`src/sv/clex_pkg.sv`:
```
package clex_pkg;

    localparam int KW_MAX_LEN = 8;
    localparam int CNT_W      = 16;
    localparam int KW_COUNT   = 35;
    localparam int KW_IDX_W   = $clog2(KW_MAX_LEN);

    localparam logic [CNT_W-1:0] CNT_MAX = {CNT_W{1'b1}};

    typedef logic [6:0] tok_kind_t;

    localparam tok_kind_t K_INTEGRAL = 7'd35;
    localparam tok_kind_t K_DECIMAL  = 7'd36;
    localparam tok_kind_t K_SMEM     = 7'd37;
    localparam tok_kind_t K_MEM      = 7'd38;
    localparam tok_kind_t K_NA       = 7'd39;
    localparam tok_kind_t K_ERR      = 7'd40;
    localparam tok_kind_t K_CLIT     = 7'd41;
    localparam tok_kind_t K_SLIT     = 7'd42;
    localparam tok_kind_t K_LBRACK   = 7'd43;
    localparam tok_kind_t K_RBRACK   = 7'd44;
    localparam tok_kind_t K_LBRACE   = 7'd45;
    localparam tok_kind_t K_RBRACE   = 7'd46;
    localparam tok_kind_t K_LPAREN   = 7'd47;
    localparam tok_kind_t K_RPAREN   = 7'd48;
    localparam tok_kind_t K_NEGEQ    = 7'd49;
    localparam tok_kind_t K_NEG      = 7'd50;
    localparam tok_kind_t K_XOREQ    = 7'd51;
    localparam tok_kind_t K_XOR      = 7'd52;
    localparam tok_kind_t K_SEMI     = 7'd53;
    localparam tok_kind_t K_COLON    = 7'd54;
    localparam tok_kind_t K_HASH     = 7'd55;
    localparam tok_kind_t K_COMMA    = 7'd56;
    localparam tok_kind_t K_AT       = 7'd57;
    localparam tok_kind_t K_QUESTION = 7'd58;
    localparam tok_kind_t K_END      = 7'd59;
    localparam tok_kind_t K_EQQ      = 7'd60;
    localparam tok_kind_t K_EQ       = 7'd61;
    localparam tok_kind_t K_PEQ      = 7'd62;
    localparam tok_kind_t K_PP       = 7'd63;
    localparam tok_kind_t K_PLUS     = 7'd64;
    localparam tok_kind_t K_SEQ      = 7'd65;
    localparam tok_kind_t K_SS       = 7'd66;
    localparam tok_kind_t K_SREF     = 7'd67;
    localparam tok_kind_t K_REF      = 7'd68;
    localparam tok_kind_t K_MINUS    = 7'd69;
    localparam tok_kind_t K_DEQ      = 7'd70;
    localparam tok_kind_t K_DIV      = 7'd71;
    localparam tok_kind_t K_MEQ      = 7'd72;
    localparam tok_kind_t K_POW      = 7'd73;
    localparam tok_kind_t K_MULT     = 7'd74;
    localparam tok_kind_t K_MODEQ    = 7'd75;
    localparam tok_kind_t K_MOD      = 7'd76;
    localparam tok_kind_t K_NEQQ     = 7'd77;
    localparam tok_kind_t K_NOT      = 7'd78;
    localparam tok_kind_t K_GEQQ     = 7'd79;
    localparam tok_kind_t K_RIGHTEQ  = 7'd80;
    localparam tok_kind_t K_RSHIFT   = 7'd81;
    localparam tok_kind_t K_GREAT    = 7'd82;
    localparam tok_kind_t K_LEQQ     = 7'd83;
    localparam tok_kind_t K_LEFTEQ   = 7'd84;
    localparam tok_kind_t K_LSHIFT   = 7'd85;
    localparam tok_kind_t K_LESS     = 7'd86;
    localparam tok_kind_t K_ANDLEQ   = 7'd87;
    localparam tok_kind_t K_ANDL     = 7'd88;
    localparam tok_kind_t K_ANDEQ    = 7'd89;
    localparam tok_kind_t K_AND      = 7'd90;
    localparam tok_kind_t K_ORLEQ    = 7'd91;
    localparam tok_kind_t K_ORL      = 7'd92;
    localparam tok_kind_t K_OREQ     = 7'd93;
    localparam tok_kind_t K_OR       = 7'd94;
    localparam tok_kind_t K_COMMENT  = 7'd95;
    localparam tok_kind_t K_IDENT    = 7'd96;

    typedef enum logic [4:0] {
        M_IDLE, M_NUM, M_DOT, M_CQ1, M_CQ2, M_STR, M_SLASH, M_BLOCK, M_LINE,
        M_IDENT, M_PLUS, M_MINUS, M_ARROW, M_STAR, M_PCT, M_EQ, M_BANG, M_GT,
        M_GTGT, M_LT, M_LTLT, M_AMP, M_AMPAMP, M_BAR, M_BARBAR, M_TILDE,
        M_CARET
    } lex_mode_t;

    typedef logic [7:0] kw_buf_t [KW_MAX_LEN];

    // one result beat
    typedef struct packed {
        tok_kind_t        kind;
        logic [15:0]      length;
        logic [15:0]      line;
    } tok_t;

    // results of one step
    typedef struct packed {
        logic  first_vld;
        tok_t  first;
        logic  second_vld;
        tok_t  second;
    } step_out_t;

    // keyword text packed eight bytes, first character in the low byte
    function automatic logic [63:0] kw_text(input int idx);
        logic [63:0] t;
        t = '0;
        case (idx)
            0:  t = 64'h6669;
            1:  t = 64'h6669_6c65;
            2:  t = 64'h6573_6c65;
            3:  t = 64'h6f64;
            4:  t = 64'h65_6c69_6877;
            5:  t = 64'h6b_6165_7262;
            6:  t = 64'h72_6f66;
            7:  t = 64'h6863_7469_7773;
            8:  t = 64'h6573_6163;
            9:  t = 64'h74_6c75_6166_6564;
            10: t = 64'h6e72_7574_6572;
            11: t = 64'h7261_6863;
            12: t = 64'h74_726f_6873;
            13: t = 64'h74_6e69;
            14: t = 64'h74_616f_6c66;
            15: t = 64'h656c_6275_6f64;
            16: t = 64'h676e_6f6c;
            17: t = 64'h6469_6f76;
            18: t = 64'h676e_6972_7473;
            19: t = 64'h6d75_6e65;
            20: t = 64'h7463_7572_7473;
            21: t = 64'h74_736e_6f63;
            22: t = 64'h6465_6e67_6973;
            23: t = 64'h6465_6e67_6973_6e75;
            24: t = 64'h6369_7461_7473;
            25: t = 64'h66_6564_6570_7974;
            26: t = 64'h3855;
            27: t = 64'h36_3155;
            28: t = 64'h32_3355;
            29: t = 64'h34_3655;
            30: t = 64'h3849;
            31: t = 64'h36_3149;
            32: t = 64'h32_3349;
            33: t = 64'h34_3649;
            34: t = 64'h6c6f_6f62;
            default: t = '0;
        endcase
        return t;
    endfunction

    function automatic int kw_len(input int idx);
        int n;
        logic [63:0] t;
        t = kw_text(idx);
        n = 0;
        for (int i = 0; i < 8; i++)
        begin
            if (t[8*i +: 8] != 8'h00)
                n = i + 1;
        end
        return n;
    endfunction

endpackage

```
`src/sv/clex_kw_match.sv`:
```
module clex_kw_match (
    input  clex_pkg::kw_buf_t        buf_in,
    input  logic [clex_pkg::CNT_W-1:0] len,
    output clex_pkg::tok_kind_t      kind
);
    import clex_pkg::*;

    // compare the buffer against every keyword in parallel
    always_comb
    begin
        logic        hit;
        logic [63:0] t;
        kind = K_IDENT;
        for (int k = KW_COUNT - 1; k >= 0; k--)
        begin
            t   = kw_text(k);
            hit = (len == CNT_W'(kw_len(k)));
            for (int i = 0; i < 8; i++)
            begin
                if (i < kw_len(k) && buf_in[i] != t[8*i +: 8])
                    hit = 1'b0;
            end
            if (hit)
                kind = tok_kind_t'(k);
        end
    end

endmodule

```
`src/sv/clex_step.sv`:
```
module clex_step (
    input  logic                       in_eoi,
    input  logic [7:0]                 c,
    input  clex_pkg::lex_mode_t        mode,
    input  logic [clex_pkg::CNT_W-1:0] lex_cnt,
    input  logic [clex_pkg::CNT_W-1:0] line_cnt,
    input  logic                       dec_seen,
    input  logic                       star_seen,
    input  clex_pkg::tok_kind_t        ident_kind,
    output clex_pkg::lex_mode_t        mode_n,
    output logic [clex_pkg::CNT_W-1:0] lex_cnt_n,
    output logic [clex_pkg::CNT_W-1:0] line_cnt_n,
    output logic                       dec_n,
    output logic                       star_n,
    output logic                       wr_en,
    output logic [clex_pkg::KW_IDX_W-1:0] wr_idx,
    output clex_pkg::step_out_t        res
);
    import clex_pkg::*;

    logic is_dig, is_alp, is_sp, is_nl;

    assign is_dig = c >= 8'h30 && c <= 8'h39;
    assign is_alp = (c >= 8'h61 && c <= 8'h7a) || (c >= 8'h41 && c <= 8'h5a);
    assign is_sp  = c == 8'h20 || (c >= 8'd9 && c <= 8'd13);
    assign is_nl  = c == 8'h0a;

    function automatic logic [15:0] sat16(input logic [CNT_W-1:0] v);
        if (CNT_W > 16 && v > CNT_W'(16'hffff))
            return 16'hffff;
        return 16'(v);
    endfunction

    function automatic logic [CNT_W-1:0] inc(input logic [CNT_W-1:0] v);
        return (v == CNT_MAX) ? v : v + 1'b1;
    endfunction

    // default kind for a pending token closed by a foreign character
    function automatic tok_kind_t final_kind(input lex_mode_t m, input logic d,
                                             input tok_kind_t ik);
        tok_kind_t k;
        unique case (m)
            M_NUM:    k = d ? K_DECIMAL : K_INTEGRAL;
            M_IDENT:  k = ik;
            M_DOT:    k = K_MEM;
            M_CQ1, M_CQ2, M_STR, M_BLOCK: k = K_ERR;
            M_SLASH:  k = K_DIV;
            M_LINE:   k = K_COMMENT;
            M_PLUS:   k = K_PLUS;
            M_MINUS:  k = K_MINUS;
            M_ARROW:  k = K_REF;
            M_STAR:   k = K_MULT;
            M_PCT:    k = K_MOD;
            M_EQ:     k = K_EQ;
            M_BANG:   k = K_NOT;
            M_GT:     k = K_GREAT;
            M_GTGT:   k = K_RSHIFT;
            M_LT:     k = K_LESS;
            M_LTLT:   k = K_LSHIFT;
            M_AMP:    k = K_AND;
            M_AMPAMP: k = K_ANDL;
            M_BAR:    k = K_OR;
            M_BARBAR: k = K_ORL;
            M_TILDE:  k = K_NEG;
            M_CARET:  k = K_XOR;
            default:  k = K_NA;
        endcase
        return k;
    endfunction

    always_comb
    begin
        tok_kind_t  single;
        lex_mode_t  smode;
        logic       close;   // emit pending then restart with c
        logic       fdone;   // c extends and ends the token
        tok_kind_t  fkind;
        logic       adv;     // c extends and moves on
        lex_mode_t  amode;
        logic [CNT_W-1:0] lc, ln;

        mode_n     = mode;
        lex_cnt_n  = lex_cnt;
        line_cnt_n = line_cnt;
        dec_n      = dec_seen;
        star_n     = star_seen;
        wr_en      = 1'b0;
        wr_idx     = lex_cnt[KW_IDX_W-1:0];
        res        = '0;
        close      = 1'b0;
        fdone      = 1'b0;
        fkind      = K_NA;
        adv        = 1'b0;
        amode      = M_IDLE;
        single     = K_NA;
        smode      = M_IDLE;
        lc         = lex_cnt;
        ln         = line_cnt;

        // start-of-token decode
        if (is_dig)
            smode = M_NUM;
        else if (is_alp || c == 8'h5f)
            smode = M_IDENT;
        else
        begin
            unique case (c)
                8'h2e: smode = M_DOT;
                8'h27: smode = M_CQ1;
                8'h22: smode = M_STR;
                8'h2f: smode = M_SLASH;
                8'h2b: smode = M_PLUS;
                8'h2d: smode = M_MINUS;
                8'h2a: smode = M_STAR;
                8'h25: smode = M_PCT;
                8'h3d: smode = M_EQ;
                8'h21: smode = M_BANG;
                8'h3e: smode = M_GT;
                8'h3c: smode = M_LT;
                8'h26: smode = M_AMP;
                8'h7c: smode = M_BAR;
                8'h7e: smode = M_TILDE;
                8'h5e: smode = M_CARET;
                8'h5b: single = K_LBRACK;
                8'h5d: single = K_RBRACK;
                8'h7b: single = K_LBRACE;
                8'h7d: single = K_RBRACE;
                8'h28: single = K_LPAREN;
                8'h29: single = K_RPAREN;
                8'h3b: single = K_SEMI;
                8'h3a: single = K_COLON;
                8'h23: single = K_HASH;
                8'h2c: single = K_COMMA;
                8'h40: single = K_AT;
                8'h3f: single = K_QUESTION;
                default: single = K_NA;
            endcase
        end

        if (in_eoi)
        begin
            if (mode != M_IDLE)
            begin
                res.first_vld = 1'b1;
                res.first = '{final_kind(mode, dec_seen, ident_kind),
                              sat16(lex_cnt), sat16(line_cnt)};
                res.second_vld = 1'b1;
                res.second = '{K_END, 16'd0, sat16(line_cnt)};
            end
            else
            begin
                res.first_vld = 1'b1;
                res.first = '{K_END, 16'd0, sat16(line_cnt)};
            end
            mode_n = M_IDLE; lex_cnt_n = '0; dec_n = 1'b0; star_n = 1'b0;
        end
        else
        begin
            // per-mode continuation
            unique case (mode)
                M_IDLE: close = 1'b1;
                M_NUM:
                    if (is_dig)
                    begin
                        adv = 1'b1; amode = M_NUM;
                    end
                    else if (c == 8'h2e)
                    begin
                        if (dec_seen) begin fdone = 1'b1; fkind = K_ERR; end
                        else begin adv = 1'b1; amode = M_NUM; dec_n = 1'b1; end
                    end
                    else
                        close = 1'b1;
                M_DOT:
                    if (c == 8'h3f) begin fdone = 1'b1; fkind = K_SMEM; end
                    else if (is_dig) begin adv = 1'b1; amode = M_NUM; dec_n = 1'b1; end
                    else close = 1'b1;
                M_CQ1: begin adv = 1'b1; amode = M_CQ2; end
                M_CQ2: begin fdone = 1'b1; fkind = (c == 8'h27) ? K_CLIT : K_ERR; end
                M_STR:
                    if (c == 8'h22) begin fdone = 1'b1; fkind = K_SLIT; end
                    else begin adv = 1'b1; amode = M_STR; end
                M_SLASH:
                    if (c == 8'h3d) begin fdone = 1'b1; fkind = K_DEQ; end
                    else if (c == 8'h2a) begin adv = 1'b1; amode = M_BLOCK; star_n = 1'b0; end
                    else if (c == 8'h2f) begin adv = 1'b1; amode = M_LINE; end
                    else close = 1'b1;
                M_BLOCK:
                    if (star_seen && c == 8'h2f) begin fdone = 1'b1; fkind = K_COMMENT; end
                    else begin adv = 1'b1; amode = M_BLOCK; star_n = (c == 8'h2a); end
                M_LINE:
                    if (is_nl) close = 1'b1;
                    else begin adv = 1'b1; amode = M_LINE; end
                M_IDENT:
                    if (is_alp || is_dig || c == 8'h5f) begin adv = 1'b1; amode = M_IDENT; end
                    else close = 1'b1;
                M_PLUS:
                    if (c == 8'h3d) begin fdone = 1'b1; fkind = K_PEQ; end
                    else if (c == 8'h2b) begin fdone = 1'b1; fkind = K_PP; end
                    else close = 1'b1;
                M_MINUS:
                    if (c == 8'h3d) begin fdone = 1'b1; fkind = K_SEQ; end
                    else if (c == 8'h2d) begin fdone = 1'b1; fkind = K_SS; end
                    else if (c == 8'h3e) begin adv = 1'b1; amode = M_ARROW; end
                    else close = 1'b1;
                M_ARROW:
                    if (c == 8'h3f) begin fdone = 1'b1; fkind = K_SREF; end
                    else close = 1'b1;
                M_STAR:
                    if (c == 8'h3d) begin fdone = 1'b1; fkind = K_MEQ; end
                    else if (c == 8'h2a) begin fdone = 1'b1; fkind = K_POW; end
                    else close = 1'b1;
                M_PCT:
                    if (c == 8'h3d) begin fdone = 1'b1; fkind = K_MODEQ; end
                    else close = 1'b1;
                M_EQ:
                    if (c == 8'h3d) begin fdone = 1'b1; fkind = K_EQQ; end
                    else close = 1'b1;
                M_BANG:
                    if (c == 8'h3d) begin fdone = 1'b1; fkind = K_NEQQ; end
                    else close = 1'b1;
                M_GT:
                    if (c == 8'h3d) begin fdone = 1'b1; fkind = K_GEQQ; end
                    else if (c == 8'h3e) begin adv = 1'b1; amode = M_GTGT; end
                    else close = 1'b1;
                M_GTGT:
                    if (c == 8'h3d) begin fdone = 1'b1; fkind = K_RIGHTEQ; end
                    else close = 1'b1;
                M_LT:
                    if (c == 8'h3d) begin fdone = 1'b1; fkind = K_LEQQ; end
                    else if (c == 8'h3c) begin adv = 1'b1; amode = M_LTLT; end
                    else close = 1'b1;
                M_LTLT:
                    if (c == 8'h3d) begin fdone = 1'b1; fkind = K_LEFTEQ; end
                    else close = 1'b1;
                M_AMP:
                    if (c == 8'h26) begin adv = 1'b1; amode = M_AMPAMP; end
                    else if (c == 8'h3d) begin fdone = 1'b1; fkind = K_ANDEQ; end
                    else close = 1'b1;
                M_AMPAMP:
                    if (c == 8'h3d) begin fdone = 1'b1; fkind = K_ANDLEQ; end
                    else close = 1'b1;
                M_BAR:
                    if (c == 8'h7c) begin adv = 1'b1; amode = M_BARBAR; end
                    else if (c == 8'h3d) begin fdone = 1'b1; fkind = K_OREQ; end
                    else close = 1'b1;
                M_BARBAR:
                    if (c == 8'h3d) begin fdone = 1'b1; fkind = K_ORLEQ; end
                    else close = 1'b1;
                M_TILDE:
                    if (c == 8'h3d) begin fdone = 1'b1; fkind = K_NEGEQ; end
                    else close = 1'b1;
                M_CARET:
                    if (c == 8'h3d) begin fdone = 1'b1; fkind = K_XOREQ; end
                    else close = 1'b1;
                default: close = 1'b1;
            endcase

            if (adv || fdone)
            begin
                // take c into the pending token
                wr_en = lex_cnt < CNT_W'(KW_MAX_LEN);
                lc    = inc(lex_cnt);
                if (is_nl) ln = inc(line_cnt);
                if (fdone)
                begin
                    res.first_vld = 1'b1;
                    res.first = '{fkind, sat16(lc), sat16(ln)};
                    mode_n = M_IDLE; lex_cnt_n = '0; dec_n = 1'b0; star_n = 1'b0;
                end
                else
                begin
                    mode_n = amode; lex_cnt_n = lc;
                end
                line_cnt_n = ln;
            end
            else if (close)
            begin
                // number followed by a letter is malformed
                if (mode != M_IDLE)
                begin
                    res.first_vld = 1'b1;
                    res.first = '{(mode == M_NUM && is_alp) ? K_NA
                                  : final_kind(mode, dec_seen, ident_kind),
                                  sat16(lex_cnt), sat16(line_cnt)};
                end
                dec_n = 1'b0; star_n = 1'b0; lex_cnt_n = '0; mode_n = M_IDLE;
                if (is_sp)
                begin
                    if (is_nl) line_cnt_n = inc(line_cnt);
                end
                else
                begin
                    wr_en  = 1'b1;
                    wr_idx = '0;
                    ln     = is_nl ? inc(line_cnt) : line_cnt;
                    line_cnt_n = ln;
                    if (smode != M_IDLE)
                    begin
                        mode_n    = smode;
                        lex_cnt_n = CNT_W'(1);
                    end
                    else if (res.first_vld)
                    begin
                        res.second_vld = 1'b1;
                        res.second = '{single, 16'd1, sat16(ln)};
                    end
                    else
                    begin
                        res.first_vld = 1'b1;
                        res.first = '{single, 16'd1, sat16(ln)};
                    end
                end
            end
        end
    end

endmodule

```
`src/sv/c_like_token_classifier_top.sv`:
```
// Streaming lexer for a C-like language.
// Input channel (s_axis_*): one beat per source byte; tuser = 1 marks end of
//   input, tdata carries the byte and is ignored on end of input.
// Output channel (m_axis_*): one beat per token. tdata holds kind, length
//   and line; tlast is high on the final token caused by one input beat.
// Each input beat is decoded combinationally against the lexer state and the
//   eight-byte keyword buffer; results land in a two-entry output queue.
// The first token of a beat is offered on the cycle after acceptance.
// Throughput: one byte per cycle while the receiver is ready and at most one
//   token per beat appears; a beat that closes two tokens (a terminator that
//   is itself a token, or end of input after a pending token) holds off the
//   next beat while the single output port drains the queue.
// Reset: the lexer returns to idle with zero line and length counts and the
//   output queue empties; the keyword buffer keeps its contents.
// When the receiver stalls, tokens wait in the queue; s_axis_tready drops
//   only when the queue cannot hold what the next beat may produce.
module c_like_token_classifier_top (
    input  logic        clk,
    input  logic        rst_n,
    input  logic        s_axis_tvalid,
    output logic        s_axis_tready,
    input  logic [7:0]  s_axis_tdata,   // [7:0] char_code
    input  logic        s_axis_tuser,   // [0] kind
    output logic        m_axis_tvalid,
    input  logic        m_axis_tready,
    output logic [39:0] m_axis_tdata,   // [6:0] token_kind, [22:7] token_length,
                                        // [38:23] token_line, [39] zero pad
    output logic        m_axis_tlast    // last
);
    import clex_pkg::*;

    lex_mode_t        mode_reg, mode_next;
    logic [CNT_W-1:0] lex_cnt_reg, lex_cnt_next;
    logic [CNT_W-1:0] line_cnt_reg, line_cnt_next;
    logic             dec_reg, dec_next;
    logic             star_reg, star_next;
    logic [7:0]       kw_buf_reg [KW_MAX_LEN];

    logic             wr_en;
    logic [KW_IDX_W-1:0] wr_idx;
    tok_kind_t        ident_kind;
    step_out_t        res;
    logic             in_beat;

    // output queue: two slots
    tok_t             q_tok_reg  [2];
    logic             q_last_reg [2];
    logic [1:0]       q_cnt_reg;

    assign in_beat = s_axis_tvalid && s_axis_tready;

    clex_kw_match u_kw (
        .buf_in (kw_buf_reg),
        .len    (lex_cnt_reg),
        .kind   (ident_kind)
    );

    clex_step u_step (
        .in_eoi     (s_axis_tuser),
        .c          (s_axis_tdata),
        .mode       (mode_reg),
        .lex_cnt    (lex_cnt_reg),
        .line_cnt   (line_cnt_reg),
        .dec_seen   (dec_reg),
        .star_seen  (star_reg),
        .ident_kind (ident_kind),
        .mode_n     (mode_next),
        .lex_cnt_n  (lex_cnt_next),
        .line_cnt_n (line_cnt_next),
        .dec_n      (dec_next),
        .star_n     (star_next),
        .wr_en      (wr_en),
        .wr_idx     (wr_idx),
        .res        (res)
    );

    // advance lexer state on each accepted beat
    always_ff @(posedge clk or negedge rst_n)
    begin
        if (!rst_n)
        begin
            mode_reg     <= M_IDLE;
            lex_cnt_reg  <= '0;
            line_cnt_reg <= '0;
            dec_reg      <= 1'b0;
            star_reg     <= 1'b0;
        end
        else if (in_beat)
        begin
            mode_reg     <= mode_next;
            lex_cnt_reg  <= lex_cnt_next;
            line_cnt_reg <= line_cnt_next;
            dec_reg      <= dec_next;
            star_reg     <= star_next;
        end
    end

    // keyword buffer write
    always_ff @(posedge clk)
    begin
        if (in_beat && wr_en)
            kw_buf_reg[wr_idx] <= s_axis_tdata;
    end

    // accept only with room for two results after this cycle's drain
    logic pop;
    assign pop           = m_axis_tvalid && m_axis_tready;
    assign s_axis_tready = (q_cnt_reg == 2'd0) || (q_cnt_reg == 2'd1 && pop);

    assign m_axis_tvalid = q_cnt_reg != 2'd0;
    assign m_axis_tdata  = {1'b0, q_tok_reg[0].line, q_tok_reg[0].length, q_tok_reg[0].kind};
    assign m_axis_tlast  = q_last_reg[0];

    // queue: shift out on pop, append new results
    always_ff @(posedge clk or negedge rst_n)
    begin
        if (!rst_n)
            q_cnt_reg <= '0;
        else
            q_cnt_reg <= q_cnt_reg - {1'b0, pop}
                         + (in_beat ? 2'(res.first_vld) + 2'(res.second_vld) : 2'd0);
    end

    always_ff @(posedge clk)
    begin
        if (pop && q_cnt_reg == 2'd2)
        begin
            q_tok_reg[0]  <= q_tok_reg[1];
            q_last_reg[0] <= q_last_reg[1];
        end
        if (in_beat && res.first_vld)
        begin
            q_tok_reg[0]  <= res.first;
            q_last_reg[0] <= !res.second_vld;
            q_tok_reg[1]  <= res.second;
            q_last_reg[1] <= 1'b1;
        end
    end

endmodule

```
`config.mk`:
```
export PLATFORM = sky130hd
export DESIGN_NAME = c_like_token_classifier_top
export DESIGN_NICKNAME = d
export VERILOG_FILES = /design/src/sv/clex_pkg.sv /design/src/sv/clex_kw_match.sv /design/src/sv/clex_step.sv /design/src/sv/c_like_token_classifier_top.sv
export SDC_FILE = /design/constraint.sdc
export NUM_CORES = 1
export LEC_CHECK = 0
export ABC_AREA = 1
export ABC_CLOCK_PERIOD_IN_PS = 4400
export BUFFER_PORTS_ARGS = -buffer_cell sky130_fd_sc_hd__buf_2
export CAP_MARGIN = 20
export CELL_PAD_IN_SITES_DETAIL_PLACEMENT = 1
export CELL_PAD_IN_SITES_GLOBAL_PLACEMENT = 1
export CORE_MARGIN = 2
export CORE_UTILIZATION = 47
export DETAILED_ROUTE_END_ITERATION = 6
export PLACE_DENSITY_LB_ADDON = 0.1
export SLEW_MARGIN = 20
export SYNTH_ARGS = -nofsm -noshare
export SYNTH_HDL_FRONTEND = slang
export SYNTH_SLANG_ARGS = --single-unit
```
`constraint.sdc`:
```
create_clock -name clk -period 4.4 [get_ports clk]
set_input_delay 0.88 -clock clk [delete_from_list [all_inputs] [get_ports clk]]
set_output_delay 0.88 -clock clk [all_outputs]
set_load 0.005 [all_outputs]
```
==> results of run 1 <==
[worst min path at each step]
stage	slack, ps	startpoint	cells after the start	to
2_1_floorplan	400	q_last_reg[0][1]	1	q_last_reg[0][1]
3_3_place_gp	410	q_last_reg[0][1]	1	q_last_reg[0][1]
3_5_place_dp	430	q_last_reg[0][1]	1	q_last_reg[0][1]
4_1_cts	450	q_last_reg[0][1]	1	q_last_reg[0][1]
5_1_grt	460	q_last_reg[0][1]	1	q_last_reg[0][1]
6_report	440	rst_n	1	lex_cnt_reg[14]
[through the flow]
| step | instance area (sq um) | hold WS [ps] | total power [W] | setup slack (ps) |
|---|---|---|---|---|
| after floorplan | 12300 | 400 | 0.00405 | 156 |
| after global placement | 12900 | 412 | 0.00493 | 317 |
| after detailed placement | 12900 | 427 | 0.00501 | 231 |
| after CTS | 13600 | 447 | 0.00664 | 403 |
| after global routing | 13600 | 462 | 0.00700 | 25.3 |
| final | 13600 | 439 | 0.00666 | 273 |
[layer usage]
metal / global-route usage (%) / vias up / wire length, um
met5: 0 / - / 0
met2: 62.3 / 464 / 23700
li1: - / 5716 / -
met1: 43.0 / 6179 / 19200
met3: 5.64 / 174 / 2630
met4: 20.8 / 0 / 2860
[cells by family (layout without fill, tap and decap cells)]
logic type,Yosys count,after routing
compound gates,266,266
xor+xnor,20,20
fa+ha+maj,8,8
buf+inv,345,415
flops,169,169
other cells,1,1
simple gates,852,852
[worst max-delay path, cell delays in order, from the launching register on]
cell	delay, ps
dfrtp_1	470
nor2_1	120
nand2_1	70
nor2_2	520
nand2_1	220
inv_1	230
nand2_1	190
nor3_1	450
nand3b_1	220
nand2_1	120
nor3_1	50
nand3_1	140
a21o_1	160
nand2_1	60
o21ai_0	300
o2111ai_1	260
nand2_1	140
nand2_1	120
[report_power, final]
part	switching, W	internal [W]	total, W
sequential	0.000162	0.00208	0.00225
clock	0.000764	0.000850	0.00161
combinational	0.00198	0.000825	0.00280
[synthesized netlist by cell type, types with 17 or more instances]
cell type and number:
nand2_1 273, nor2_1 246, inv_1 241, edfxtp_1 127, nand3_1 90, o21ai_0 82
nor3_1 81, nand4_1 58, a21oi_1 41, dfrtp_1 41, o21ai_1 41, buf_4 40
nor4_1 37, inv_2 30, o22ai_1 26, nor2_2 21, xor2_1 19, clkbuf_1 17
[placed cells by master (no fill, tap or decap), types with 14 or more instances in the layout]
master     instances
edfxtp_1         127
nor2_2            21
nand2_1          273
o21ai_0           81
xor2_1            19
buf_4             54
inv_1            241
nor2_1           246
inv_2             30
nor4_1            37
a21oi_1           41
clkbuf_16         18
o21ai_1           41
o22ai_1           26
o22ai_2           14
dfrtp_1           41
buf_2             53
nor3_1            81
nand3_1           90
nand4_1           58
[final cells by class]
class                   count  area, sq um
fillers                  3377        12300
flip-flops and latches    169         4860
multi-input cells        1147         5930
well taps                 335          419
repair buffers            108          691
clock buffers              18          450
clock inverters            14          174
inverters                 275         1030
==> impl_metrics.csv, run 1 <==
group,metric,value,unit
status,status,"complete, but fails checks",
status,violations,"design-rule violations",
clock_network,clk_path_buf_depth,2,
clock_network,postCtsSetupRepairBufs,0,
layout,fin_cells,2066,
setup_path,ff2ff_path_depth,17,
clock_network,insertion_delay,450,ps
logic_synthesis,synth_top_area_share,31.1,%
layout,final_util,52.5,%
logic_synthesis,synth_edf_count,127,
logic_synthesis,netlist_area,12300,sq um
sta,maxSlewHeadroom,34.0,%
logic_synthesis,yosysSeqAreaShare,39.6,%
layout,syn_to_final_growth,10.5,%
floorplanning,die_y,166,um
setup_path,ff2ff_setup_slack,270,ps
layout,drive_gt1_share,14.1,%
detailed_routing,drc_errors,2,
sta,hold_violations,0,
floorplanning,initial_core_util,47.5,%
place,gp_congestion,1.04,
logic_synthesis,ys.flop_type,"edfxtp_1",
clock_network,holdBufCountCts,0,
global_routing,grt_max_degree,50,
logic_synthesis,synth_adder_area_share,0.816,%
clock_network,post_cts_resized,0,
clock_network,cts_tree,"done",
floorplanning,die-width,166,um
layout,largest_reg_flops,64,
logic_synthesis,synth-xor-area-share,1.43,%
run,drv_cap,0,
sta,fmaxAchievable,242,MHz
detailed_routing,vias,12500,
logic_synthesis,synth_top_family_by_area,"simple AND/OR/NAND/NOR gates",
logic_synthesis,synth_cell_type_count,71,
floorplanning,dieArea,27400,sq um
logic_synthesis,synth_compound_area_share,13.6,%
setup_path,r2r-start,"lex_cnt_reg[11]",
sta,fin_crit_sh,93.8,%
logic_synthesis,synth_simple_gate_area_share,32.4,%
clock_network,cts_max_level,4,
place,placedCellCount,2034,
logic_synthesis,synth_cells,1661,
detailed_routing,wl_per_cell,23.4,um
setup_path,setup.worst_path.end,"q_tok_reg[0][35]",
logic_synthesis,yosysWarnings,0,
detailed_routing,ant_nets,0,
clock_network,clk_pin_slew,70,ps
clock_network,root_buffer,"clkbuf_16",
global_routing,grt_pass1_wl,74.9,mm
logic_synthesis,async_flop_share,24.3,%
pwr,p_leak,5.45,nW
global_routing,antenna_found_initial,0,
detailed_routing,drtIter0Drc,914,
detailed_routing,dr.pass1.iters,7,
logic_synthesis,syn_nets,1682,
floorplanning,coreArea,25800,sq um
floorplanning,io_pins,56,
setup_path,crit_fanout,8,
logic_synthesis,synth.area.top_cells,"edfxtp_1 (31%), dfrtp_1 (8.4%), nand2_1 (8.3%)",
floorplanning,fp-row-count,59,
global_routing,grt_pass1_vias,13100,
detailed_routing,vias_per_cell,6.07,
sta,worst_pin_slew,983,ps
layout,final_nets,1739,
setup_path,crit_path_end_kind,"flip-flop",
global_routing,grtUsageTotal,36.2,%
setup_path,startpoint,"lex_cnt_reg[11]",
hold_path,min_path_type,"in2async",
setup_path,rr_endpoint,"q_tok_reg[0][35]",
logic_synthesis,syn_area_per_cell,7.39,sq um
logic_synthesis,muxShareOfSynthArea,0,%
detailed_routing,postRouteWirelength,48.4,mm
layout,antenna_cells,0,
logic_synthesis,ys_ff_latch,169,
clock_network,numCtsBuffers,17,
clock_network,cts.sink_count,169,
setup_path,cp.required,4560,ps
pwr,powerDensity,491,nW/um^2
setup_path,path_class,"reg2reg",
sta,rsz0062_at_grt,"no",
pwr,vdd.ir_drop.worst,0.000250,V
logic_synthesis,yosysTopAreaCell,"edfxtp_1",
sta,setup_viol,0,
sta,slew_violations,0,
place,portBuffers,54,
setup_path,cp-start-kind,"flip-flop",
sta,setup_tns,0,ps
sta,skew,26.9,ps
global_routing,gr-total-overflow,0,
setup_path,cp.arrival,4290,ps
place,dp_hpwl,37.5,mm
sta,fin_crit,4130,ps
Note: power is estimated with default switching activity, not from simulation.
==> run 2: changes to the inputs <==
--- a/config.mk
+++ b/config.mk
@@ -12,7 +12,7 @@
 export CELL_PAD_IN_SITES_DETAIL_PLACEMENT = 1
 export CELL_PAD_IN_SITES_GLOBAL_PLACEMENT = 1
 export CORE_MARGIN = 2
-export CORE_UTILIZATION = 47
+export CORE_UTILIZATION = 45
 export DETAILED_ROUTE_END_ITERATION = 6
 export PLACE_DENSITY_LB_ADDON = 0.1
 export SLEW_MARGIN = 20
==> impl_metrics.csv, run 2 (synthesis results as in run 1) <==
group,metric,value,unit
status,status,"completed",
layout,syn_to_final_growth,10.9,%
clock_network,cts.sink_count,169,
hold_path,min_path_type,"in2async",
place,placed_cell_area,13000,sq um
setup_path,path_class,"reg2reg",
setup_path,cp.required,4740,ps
detailed_routing,drc_errors,0,
detailed_routing,ant_nets,0,
pwr,p_seq_share,33.6,%
sta,slew_violations,0,
sta,fmaxAchievable,260,MHz
sta,fin_crit_sh,87.5,%
clock_network,cts_tree,"done",
sta,setup_viol,0,
clock_network,numCtsBuffers,17,
clock_network,clk_pin_slew,90,ps
floorplanning,fp-row-count,60,
sta,setup_tns,0,ps
layout,layout_common_cells,"nand2_1 (273), nor2_1 (246), inv_1 (241)",
floorplanning,die-width,169,um
global_routing,grtUsageTotal,34.6,%
sta,hold_violations,0,
pwr,vdd.ir_drop.worst,0.000310,V
sta,skew,22.6,ps
global_routing,grt_pass1_vias,13100,
pwr,pwr-share-comb,41.6,%
sta,maxSlewHeadroom,41.4,%
layout,final_common_cell,"nand2_1",
global_routing,antenna_found_initial,0,
floorplanning,io_pins,56,
place,dp_hpwl,38.0,mm
floorplanning,initial_core_util,45.7,%
detailed_routing,dr.pass1.iters,7,
layout,fillers,3431,
pwr,power_frac_clock,24.9,%
detailed_routing,vias_per_cell,6.00,
place,portBuffers,54,
floorplanning,die_y,169,um
layout,design_area,13600,sq um
global_routing,gr-total-overflow,0,
setup_path,cp-start-kind,"flip-flop",
pwr,powerDensity,494,nW/um^2
clock_network,holdBufCountCts,0,
pwr,swShare,43.9,%
setup_path,crit_path_end_kind,"flip-flop",
clock_network,cts_max_level,4,
layout,fin_cells,2073,
clock_network,insertion_delay,450,ps
setup_path,ff2ff_path_depth,23,
sta,worst_pin_slew,872,ps
global_routing,grt_pass1_wl,75.5,mm
floorplanning,dieArea,28600,sq um
clock_network,clk_path_buf_depth,2,
floorplanning,coreArea,26900,sq um
pwr,p_sw,0.00295,W
clock_network,post_cts_resized,0,
clock_network,postCtsSetupRepairBufs,0,
detailed_routing,wl_per_cell,23.4,um
pwr,p_leak,5.47,nW
global_routing,grt_max_degree,50,
layout,largest_reg_flops,64,
sta,rsz0062_at_grt,"no",
place,placedCellCount,2041,
pwr,cell_internal_pwr,0.00378,W
layout,antenna_cells,0,
layout,drive_gt1_share,14.1,%
clock_network,root_buffer,"clkbuf_16",
setup_path,crit_fanout,7,
layout,final_nets,1740,
detailed_routing,vias,12400,
detailed_routing,drtIter0Drc,919,
place,gp_congestion,0.996,
run,drv_cap,0,
setup_path,cp.arrival,4190,ps
sta,fin_crit,3850,ps
detailed_routing,postRouteWirelength,48.6,mm
==> run 2: critical path, stage by stage (launching register included) <==
cell     delay (ps)
dfrtp_1         500
inv_1            90
nor2_1          120
inv_2            80
nor2_1           90
inv_1           120
nor2_2          340
inv_1           160
nor3_1          270
nor2_1          130
nand3_4         190
nor2_4           70
inv_2            90
nor2_1           60
nand4_2         110
nand2_1          90
ha_1            290
nand2_1          50
ha_1            280
inv_1            40
ha_1            180
xnor2_1         160
xor2_1          160
inv_1            60
==> run 2: power by group through the flow <==
stage	sequential (W)	combinational, W	clock [W]
after detailed placement	0.00228	0.00273	0
after CTS	0.00226	0.00276	0.00168
final	0.00226	0.00279	0.00167
after global routing	0.00228	0.00302	0.00172
after global placement	0.00227	0.00265	0
after floorplan	0.00223	0.00182	0
==> run 2: area by class of cell <==
| cell class | instances | area (sq um) | share of cell area, % |
|---|---|---|---|
| inverter | 275 | 1030 | 7.60 |
| tap | 341 | 427 | 3.14 |
| clock buffer | 18 | 450 | 3.31 |
| sequential | 169 | 4860 | 35.7 |
| multi-input combinational | 1147 | 5930 | 43.6 |
| timing repair buffer | 109 | 711 | 5.22 |
| clock inverter | 14 | 195 | 1.43 |
==> run 2: path summary, 6_finish.rpt <==
| kind | from | to | slack [ps] |
|---|---|---|---|
| setup / recovery | mode_reg[0] | q_cnt_reg[1] | 550 |
| hold / removal | rst_n | lex_cnt_reg[14] | 430 |
| setup reg to reg | mode_reg[0] | q_cnt_reg[1] | 550 |
| hold reg to reg | q_last_reg[0][1] | q_last_reg[0][1] | 470 |
| max in group asynchronous | rst_n | star_reg | 3490 |
| min in group clk | q_last_reg[0][1] | q_last_reg[0][1] | 470 |
==> run 2: through the flow <==
step	setup WS, ps	power (W)	util [%]	hold slack [ps]
floorplan	156	0.00405	-	400
CTS	611	0.00670	50.6	464
global route	242	0.00703	50.6	465
detailed placement	235	0.00501	48.2	444
global placement	300	0.00492	48.2	410
finish	549	0.00673	50.6	425
==> run 2: per-layer routing <==
metal	part of all wire [%]	GRT usage, %	up-vias	wire (um)
met3	4.5	4.41	136	2190
met2	50	61.3	416	24400
li1	-	-	5720	-
met4	4.7	16.7	0	2290
met1	41	41.7	6173	19700
met5	0	0	-	0
